## src/sv/cfa_pkg.sv

```systemverilog
// ----------------------------------------------------------------------------
// cfa_pkg: shared constants and types for the contiguous fit allocator
// Map size, command, status and policy codes, scan control struct.
// ----------------------------------------------------------------------------
package cfa_pkg;

	localparam int UNITS = 65536;
	localparam int UW    = $clog2(UNITS);     // unit index width
	localparam int CW    = UW + 1;            // count width, holds UNITS
	localparam int WW    = 32;                // map word width
	localparam int NW    = UNITS / WW;        // map words
	localparam int AW    = $clog2(NW);        // word address width
	localparam int BW    = $clog2(WW);        // bit in word width

	localparam logic [1:0] CMD_ALLOC   = 2'd0;
	localparam logic [1:0] CMD_COMPACT = 2'd1;
	localparam logic [1:0] CMD_LOAD    = 2'd2;

	localparam logic [1:0] ST_DONE    = 2'd0;
	localparam logic [1:0] ST_NOFIT   = 2'd1;
	localparam logic [1:0] ST_INVALID = 2'd2;

	localparam logic [1:0] FIT_FIRST = 2'd0;
	localparam logic [1:0] FIT_NEXT  = 2'd1;
	localparam logic [1:0] FIT_BEST  = 2'd2;
	localparam logic [1:0] FIT_WORST = 2'd3;

	// scan request from the sequencer to the run tracker
	typedef struct packed {
		logic          clear;   // restart run tracking
		logic          step;    // one unit is presented
		logic          used;    // that unit is used
		logic [UW-1:0] unit;    // that unit
		logic          close;   // end of map: close the open run
	} scan_ctl_t;

endpackage

```

## src/sv/cfa_run_tracker.sv

```systemverilog
// ----------------------------------------------------------------------------
// cfa_run_tracker: free run counter and fit picker
// Counts the current free run unit by unit and keeps the chosen run.
// ----------------------------------------------------------------------------
module cfa_run_tracker (
	input  logic                   clk,
	input  logic                   arst_n,
	input  cfa_pkg::scan_ctl_t     ctl,
	input  logic [1:0]             mode,
	input  logic [cfa_pkg::CW-1:0] size,
	output logic                   found,
	output logic [cfa_pkg::UW-1:0] pick_start
);

	logic [cfa_pkg::CW-1:0] run_q;
	logic [cfa_pkg::UW-1:0] run_start_q;
	logic [cfa_pkg::CW-1:0] pick_len_q;
	logic                   found_q;
	logic [cfa_pkg::UW-1:0] pick_q;
	logic                   sized;
	logic                   take;
	logic [cfa_pkg::CW-1:0] run_nx;
	logic [cfa_pkg::UW-1:0] rs_nx;

	assign sized = (mode == cfa_pkg::FIT_BEST) || (mode == cfa_pkg::FIT_WORST);
	assign run_nx = run_q + 1'b1;
	assign rs_nx  = (run_q == '0) ? ctl.unit : run_start_q;

	// compare a closed run against the kept one
	always_comb begin
		take = 1'b0;
		if (run_q >= size && run_q != '0) begin
			if (!found_q) take = 1'b1;
			else if (mode == cfa_pkg::FIT_WORST) take = run_q > pick_len_q;
			else take = run_q < pick_len_q;
		end
	end

	// track runs, hold the chosen one
	always_ff @(posedge clk or negedge arst_n) begin
		if (!arst_n) begin
			run_q   <= '0;
			found_q <= 1'b0;
		end else if (ctl.clear) begin
			run_q   <= '0;
			found_q <= 1'b0;
		end else if (ctl.close) begin
			if (sized && take) found_q <= 1'b1;
			run_q <= '0;
		end else if (ctl.step && !(found_q && !sized)) begin
			if (ctl.used) begin
				if (sized && take) found_q <= 1'b1;
				run_q <= '0;
			end else begin
				run_q <= run_nx;
				if (!sized && run_nx >= size) found_q <= 1'b1;
			end
		end
	end

	always_ff @(posedge clk) begin
		if (ctl.step && !ctl.used && !ctl.clear && !ctl.close) begin
			run_start_q <= rs_nx;
			if (!sized && !(found_q) && run_nx >= size) pick_q <= rs_nx;
		end
		if (sized && take && !ctl.clear && (ctl.close || (ctl.step && ctl.used))) begin
			pick_q     <= run_start_q;
			pick_len_q <= run_q;
		end
	end

	assign found      = found_q;
	assign pick_start = pick_q;

endmodule

```

## config.mk

```make
export PLATFORM = sky130hd
export DESIGN_NAME = cfa_run_tracker
export DESIGN_NICKNAME = d
export VERILOG_FILES = /design/src/sv/cfa_pkg.sv /design/src/sv/cfa_run_tracker.sv
export SDC_FILE = /design/constraint.sdc
export NUM_CORES = 1
export LEC_CHECK = 0
export ABC_AREA = 1
export BUFFER_PORTS_ARGS = -buffer_cell sky130_fd_sc_hd__buf_2
export CAP_MARGIN = 20
export CORE_ASPECT_RATIO = 1.25
export CORE_MARGIN = 5
export CORE_UTILIZATION = 53
export DETAILED_ROUTE_END_ITERATION = 8
export PLACE_DENSITY_LB_ADDON = 0.05
export SYNTH_ARGS = -nofsm -noshare
export SYNTH_HDL_FRONTEND = slang
export SYNTH_SLANG_ARGS = --single-unit
export TNS_END_PERCENT = 5
```

## constraint.sdc

```tcl
create_clock -name clk -period 3.25 [get_ports clk]
set_clock_uncertainty 0.05 [all_clocks]
set_input_delay 0.65 -clock clk [delete_from_list [all_inputs] [get_ports clk]]
set_output_delay 0.65 -clock clk [all_outputs]
set_load 0.1 [all_outputs]
```

---- After elaboration in Yosys (flattened, before gate mapping) ----
Cells that the tools add are included.
word-level totals
  bits in registers ....................... 67
cells by class
  add/subtract/negate cells ............... 1
  mux-type cells .......................... 17
  $lt $le $gt $ge ......................... 4
  reduce and logical (&&, ||, !) cells .... 29
  equality and inequality tests ........... 2
operator list
  kind                   count
  $mux 17                4
  $mux 16                4
  $ge 17x17->1           2
  $add 17x1->17 const B  1
  $gt 17x17->1           1
  $logic_not 17->1       1
  $lt 17x17->1           1
  $reduce_bool 17->1     1
  $logic_and 1x1->1      13
  $mux 1                 9
  $logic_not 1->1        6
  $eq 2x2->1 const B     2
  $reduce_and 2->1       2
  $reduce_bool 2->1      2
  $reduce_bool 4->1      1
  $reduce_bool 3->1      1
  $logic_or 1x1->1       2

---- Longest topological paths before layout ----
Gate-level depths: netlist of run 1.
  depth after elaboration ................. 10
  mapped depth ............................ 22
  mapped depth without buffers ............ 22

---- Worst setup path after synthesis of run 1 ----
OpenSTA, ideal clock, no wires.
  path kind ............................... reg-to-reg
  from .................................... reg run_q[0] in the netlist's numbering
  to ...................................... reg pick_q, in the netlist pick_start[0], enable pin
  stages on the path, launching flop included .. 19
  setup time .............................. 0.372 ns
  path slack .............................. 0.147 ns
  arrival ................................. 2.681 ns
  required time ........................... 2.828 ns
  cells stage by stage .................... dfrtp_1 ha_1 nand2_1 nor2_4 nand4_4 nor2_4 nand4_2 nor2_1 nand2_1 nand2_1 inv_1 ha_1 nand2_1 nor2_1 and2_1 nand3b_1 nand4_1 nand4_1 nand2_1
on the way
  cells in the longest elaborated chain, start to end .. 9
ends and longest elaborated chain
  what                                                   line                   RTL
  start, declared                                        cfa_run_tracker.sv:15  logic [cfa_pkg::CW-1:0] run_q;
  start signal, assigned                                 cfa_run_tracker.sv:55  run_q <= run_nx;
  branches (longest 8 deep; another with $add 17x1->17)  -
  $reduce_and 2->1 (no line) (*)                         -
  end signal, assigned                                   cfa_run_tracker.sv:64  if (!sized && !(found_q) && run_nx >= size) pick_q <= rs_nx;
  end signal, assigned                                   cfa_run_tracker.sv:67  pick_q <= run_start_q;
  end, declared                                          cfa_run_tracker.sv:19  logic [cfa_pkg::UW-1:0] pick_q;
Mark *: on every way between the ends.
A chain may end at the register's enable or synchronous reset.

---- Worst setup path in the final report of run 1 ----
  from .................................... reg run_q[1] in the netlist's numbering
  to ...................................... reg pick_q, in the netlist pick_start[14], enable pin
Same word-level chain as after synthesis.

==> summary.md, run 1 <==
| Metric | Value |
|---|---|
| Top area cells in the synthesized netlist | edfxtp_1 33%, nand2_1 15%, ha_1 15% |
| Worst path cell trace | ha_2 -> nand2_2 -> nor2_4 -> nand4_4 -> nor2_4 -> nand4_4 -> nor2_1 -> nand2_1 -> nand2_2 -> inv_2 -> ha_4 -> nand2_2 -> nor2_4 -> and2_4 -> nand3b_1 -> nand4_1 -> nand4_1 -> nand2_2 -> clkbuf_16 |
| Layout cell share with drive strength beyond 1 | 0.1987 |
| EDFF count, synth | 49 |
| Pins Over Slew Limit | 0 |
| Largest net degree at the start of global routing | 19 |
| CP Buf/Inv Count | 2 |
| Rel. slew slack | 0.6654 |
| Unrepaired setup endpoints after global routing | yes |
| CTS root buffer | clkbuf_8 |
| Clk_lat worst skew | between 300 and 400 ps |
| Max_cap viols | 0 |
| Pwr Total | approximately 1700 uW |
| Starting DRT DRC Count | 124 |
| Final hold viol count | 0 |
| Startpoint Class | flop |
| Post-synth top area share | 0.3301 |
| Global-route wire length before repair | around 16000 um |
| Post-Route WL | ~10000 um |
| R2R Path Start | run_q[1]$_DFFE_PN0P_ |
| Avg Inst Size Synth | between 8 and 9 um2 |
| Top-count cell post-synth | nand2_1 |
| CTS tree | yes |
| Critical path fanouts, max | 8 |
| NumNets Final | 723 |
| Initial antenna violation count | 0 |
| Reg area | a little under 2000 um2 |
| Area grow syn2layout | 18.66% |
| Slowest cell on crit path | dfrtp_1 |
| Port Buffer Count | 57 |
| Antenna-violating nets left | 0 |
| Dominant synthesized flop cell | edfxtp_1 |
| Row cnt | 37 |
| Hold Crit Class | in2async |
| Total CTS buffers | 9 |
| Period utilization | 0.9767 |
| CP Capture Type | flop |
| Mapped cell area | roughly 4500 um2 |
| DRC | 0 |
| Vias per Instance | a little over 5 |
| Outcome | finished clean |
| Post-synth top cells | 184 x nand2_1, 88 x inv_1, 53 x ha_1, 49 x edfxtp_1, 40 x nor2_1 |
| Synth Instances | 545 |
| Total GRT Usage | 0.1921 |
| Initial Utilization | 0.5410 |
| Final setup viols | 0 |
| Crit path from | run_q[1]$_DFFE_PN0P_ |
| P per Cell Area | between 300 and 400 nW/um2 |
| Netlist cell types | 30 |
| Place WS | approximately 81 ps |
| Layout Utilization | 0.6420 |
| Cell family with most CP delay | simple AND/OR/NAND/NOR gates |
| DP HPWL | 7896 um |
| Placer Congestion | 0.9465 |
| WP data required | between 3000 and 4000 ps |
| Routed wire per std cell | ~14 um |
| Via count | about 3700 |
| IO Count | 58 |
| Diode count | 0 |
| Yosys reg bits | 67 |
| Peak supply drop | around 0.18 mV |
| Clock transition at the registers of the reported paths | ~70 ps |
| Leak pwr | about 0.0028 uW |
| Fmax | approximately 320 MHz |
| CP arrival | ~3200 ps |
| Die height | 112.5 um |
| Vias in the first global route | 3500 |
| DIE WIDTH | roughly 92 um |
| Warnings, synthesis | 0 |
| Congestion Overflow GR | 0 |
| Most Frequent Cell on Critical Path | nand2_2 |
| Final min period | 3174 ps |
| Setup Crit Path Kind | reg2reg |
| Sequential share of the synthesized area | 0.4311 |
| Ys async rst share | 0.2687 |
| Leading area contributor after synthesis | edfxtp_1 |
| Synthesized Nets | about 640 |
| 1st-pass router iterations | 5 |
| Die area | ~10000 um2 |
| Worst setup margin | between 70 and 80 ps |
| Area of the multi-input gates | about 2200 um2 |
| CTS Sinks | 67 |
| Clk buf depth | 2 |
| FILL cells | between 700 and 800 |
| Hold buffer count at CTS | 0 |
| Critical path's largest stage delay | ~380 ps |
| Core area | about 8000 um2 |
| Worst-Margin Slew | 498.0 ps |
| H-tree depth | 3 |
==> what timing repair did <==
item                                    4_1_cts  5_1_grt
setup buffers                                 0        8
endpoints found under the setup margin        0       17
resized for setup                             0       19
==> power breakdown <==
| part | switching [uW] | internal, uW |
|---|---|---|
| clock network | 283 | 352 |
| registers | 3.20 | 925 |
| logic | 96.8 | 56.2 |
| total | 383 | 1330 |
==> final timing paths <==
check / slack (ps) / to / cells past startpoint
setup / recovery: 80 / pick_start[14]$_DFFE_PP_ / 19
hold / removal: 190 / run_q[15]$_DFFE_PN0P_ / 1
setup reg to reg: 80 / pick_start[14]$_DFFE_PP_ / 19
hold reg to reg: 480 / pick_start[9]$_DFFE_PP_ / 2
max in group asynchronous: 2640 / run_q[2]$_DFFE_PN0P_ / 1
min in group clk: 480 / pick_start[9]$_DFFE_PP_ / 2
==> cell type report <==
type | count | share of cell area
Inverter | 98 | 0.06954
Clock buffer | 13 | 0.02625
Clock inverter | 3 | 0.007332
Tap cell | 97 | 0.02294
Timing Repair Buffer | 78 | 0.09011
Multi-Input combinational cell | 375 | 0.4201
Sequential cell | 67 | 0.3638
==> flip-flops by register name, indices dropped and copies added, names as in the netlist <==
register	cells
pick_len_q	17
run_q	17
pick_start	16
run_start_q	16
found	1
==> worst register-to-register path: cells and delay by family (launching register included) <==
| family | cells | cell delay (ps) |
|---|---|---|
| AND/OR/NAND/NOR | 15 | 1780 |
| buffers and inverters | 2 | 210 |
| adder cells (fa/ha/maj) | 2 | 480 |
| flip-flops | 1 | 380 |
==> placed cells by master (no fill, tap or decap), types with 3 or more instances in the layout <==
cell,netlist,layout
a21oi_1,22,21
buf_2,2,57
buf_4,1,18
clkbuf_1,2,4
clkbuf_8,0,9
dfrtp_1,18,16
edfxtp_1,49,49
ha_1,53,50
inv_1,88,87
inv_2,10,11
nand2_1,184,180
nand2_2,1,5
nand3_1,7,7
nand4_1,14,14
nor2_1,40,37
nor2_2,1,3
nor2_4,3,4
nor3_1,5,4
o21ai_0,10,10
o21ai_1,6,6
o22ai_1,9,9
xor2_1,8,8
==> layer usage <==
| metal | routed length [um] | GRT usage |
|---|---|---|
| met5 | 0 | 0 |
| met4 | 246 | 0.09812 |
| met3 | 469 | 0.03217 |
| met2 | 5047 | 0.3358 |
| met1 | 4312 | 0.2256 |
==> metrics by stage <==
step / cells / instance area (um2) / setup TNS (ps) / hold slack (ps)
after global routing: 731 / 5290 / -1075 / 210.7
final: 731 / 5290 / 0 / 186.6
after CTS: 722 / 5125 / 0 / 181.4
after detailed placement: 706 / 4947 / 0 / 466.9
after global placement: 706 / 4947 / 0 / 441.4
after floorplan: 545 / 4458 / 0 / 304.4
==> cell families (layout without fill, tap and decap cells) <==
group / count (synthesis) / in the layout / synth area share
AOI/OAI and AO/OA: 50 / 50 / 0.06062
xor gates and xnor gates: 9 / 9 / 0.01937
adders and majority gates: 53 / 53 / 0.1488
buffers and inverters: 103 / 192 / 0.08813
DFF: 67 / 67 / 0.4311
and+or+nand+nor: 263 / 263 / 0.2520
(Power assumes the default switching activity.)
==> inputs of run 2 (changes only) <==
- SETUP_SLACK_MARGIN: not set -> 0.2
==> run 2 against run 1 <==
Effect of this change: sequential cell count unchanged; register-to-register slack improved by 20 ps; combinational power increased by 5%; worst setup slack improved by 25 ps; critical endpoint is now pick_start[7]$_DFFE_PP_; largest power group unchanged.
==> summary.md, run 2 (same netlist as run 1, synthesis figures left out) <==
| Metric | Value |
|---|---|
| Worst Hold Margin | between 150 and 200 ps |
| Diode count | 0 |
| P per Cell Area | slightly below 300 nW/um2 |
| Post-Route WL | 10820 um |
| Fmax | between 300 and 400 MHz |
| DP HPWL | between 7000 and 8000 um |
| Max_cap viols | 0 |
| Peak supply drop | between 0.1 and 0.15 mV |
| Unrepaired setup endpoints after global routing | yes |
| DIE WIDTH | approximately 92 um |
| Vias per Instance | approximately 5.2 |
| Largest net degree at the start of global routing | 19 |
| Starting DRT DRC Count | between 100 and 150 |
| Final min period | around 3100 ps |
| Inst Count DP | between 700 and 800 |
| Place WS | -15.16 ps |
| 1st-pass router iterations | 4 |
| Row cnt | 37 |
| Area of the multi-input gates | roughly 2300 um2 |
| Reg area | 1923 um2 |
| Total CTS buffers | 9 |
| Rel. slew slack | 0.6687 |
| Antenna-violating nets left | 0 |
| Hold Crit Class | in2async |
| NumNets Final | 747 |
| Die area | 10360 um2 |
| Setup Crit Path Kind | reg2reg |
| Worst setup margin | a little over 100 ps |
| CTS root buffer | clkbuf_8 |
| Port Buffer Count | 57 |
| FILL cells | just under 700 |
| Clk buf depth | 2 |
| Setup TNS | 0 ps |
| CP Capture Type | flop |
| Clock transition at the registers of the reported paths | around 60 ps |
| Clk_lat worst skew | around 340 ps |
| Period utilization | 0.9691 |
| Final non-filler cell total | approximately 760 |
| CTS tree | yes |
| H-tree depth | 3 |
| Worst-Margin Slew | roughly 500 ps |
| Leak pwr | between 0.002 and 0.003 uW |
| IO Count | just under 60 |
| Area grow syn2layout | 24.33% |
| CP arrival | around 3100 ps |
| DRC | 0 |
| Final setup viols | 0 |
| Largest regs | pick_len_q (17), run_q (17) |
| WP data required | roughly 3200 ps |
| Routed wire per std cell | around 14 um |
| Congestion Overflow GR | 0 |
| Placer Congestion | around 0.95 |
| Initial Utilization | 0.5410 |
| Global-route wire length before repair | roughly 17000 um |
| Startpoint Class | flop |
| Via count | between 3000 and 4000 |
| Total GRT Usage | 0.2094 |
| Commonest non-fill, non-tap cell in the layout | nand2_1 |
| Hold buffer count at CTS | 0 |
| Die height | 112.5 um |
| Initial antenna violation count | 0 |
| Outcome | finished clean |
| Core area | about 8000 um2 |
| Commonest non-fill, non-tap cells in the layout | 178 x nand2_1, 85 x inv_1, 57 x buf_2, 49 x edfxtp_1, 48 x ha_1 |
| Final hold viol count | 0 |
| Vias in the first global route | between 3000 and 4000 |
| CTS Sinks | 67 |
| Critical path fanouts, max | 8 |
| Pins Over Slew Limit | 0 |
| Layout cell share with drive strength beyond 1 | 0.2432 |
[run 2: stage by stage]
step	utilization	instance area [um2]	total power, uW
floorplan	-	4461	1039
global placement	0.6019	4960	1094
detailed placement	0.6019	4960	1097
CTS	0.6524	5376	1656
global route	0.6726	5543	1721
finish	0.6726	5543	1646
[run 2: final timing paths]
check | start | cells after the start | slack, ps | end
worst max register to register | run_q[1]$_DFFE_PN0P_ | 17 | 100 | pick_start[7]$_DFFE_PP_
max in group asynchronous | arst_n | 1 | 2630 | run_q[2]$_DFFE_PN0P_
worst max-delay path | run_q[1]$_DFFE_PN0P_ | 17 | 100 | pick_start[7]$_DFFE_PP_
worst min-delay path | arst_n | 1 | 190 | run_q[13]$_DFFE_PN0P_
worst min register to register | run_q[1]$_DFFE_PN0P_ | 0 | 470 | pick_len_q[1]$_DFFE_PP_
min in group clk | run_q[1]$_DFFE_PN0P_ | 0 | 470 | pick_len_q[1]$_DFFE_PP_
[run 2: layout make-up]
| type | count | share of cell area |
|---|---|---|
| clock buffer | 15 | 0.02641 |
| clock inverter | 1 | 0.0006772 |
| inverter | 98 | 0.06637 |
| multi-input combinational | 376 | 0.4165 |
| sequential | 67 | 0.3470 |
| tap | 97 | 0.02190 |
| timing repair buffer | 101 | 0.1212 |
[run 2: metal layers]
| layer | part of all wire | vias up | global-route usage |
|---|---|---|---|
| met5 | 0 | - | 0 |
| met4 | 0.040 | 0 | 0.1110 |
| met3 | 0.054 | 33 | 0.04021 |
| met2 | 0.50 | 128 | 0.3626 |
| met1 | 0.41 | 1768 | 0.2439 |
| li1 | - | 1976 | - |
[run 2: critical path, cell delays in order, from the launching register on]
cell and delay [ps]:
dfrtp_1 390, buf_4 140, inv_1 80, nor3_4 230, buf_4 170, nand2_2 50
nor2_4 100, inv_2 50, nor2_4 110, xor2_2 80, ha_1 320, nand2_2 90
nor2_4 120, and2_4 140, nand3b_1 70, nand4_1 180, nand4_1 270, nand2_4 220
[run 2: power breakdown]
part / internal, uW / switching, uW / total [uW]
sequential: 925 / 3.35 / 929
combinational: 61.1 / 100 / 161
clock: 276 / 279 / 556
total: 1260 / 383 / 1650
[run 2: repair_timing]
item                       4_1_cts  5_1_grt
setup endpoints to repair       16       18
gates resized for setup         20       28
pin swaps                       18       15
cloned                           1        0
buffers inserted                20        9
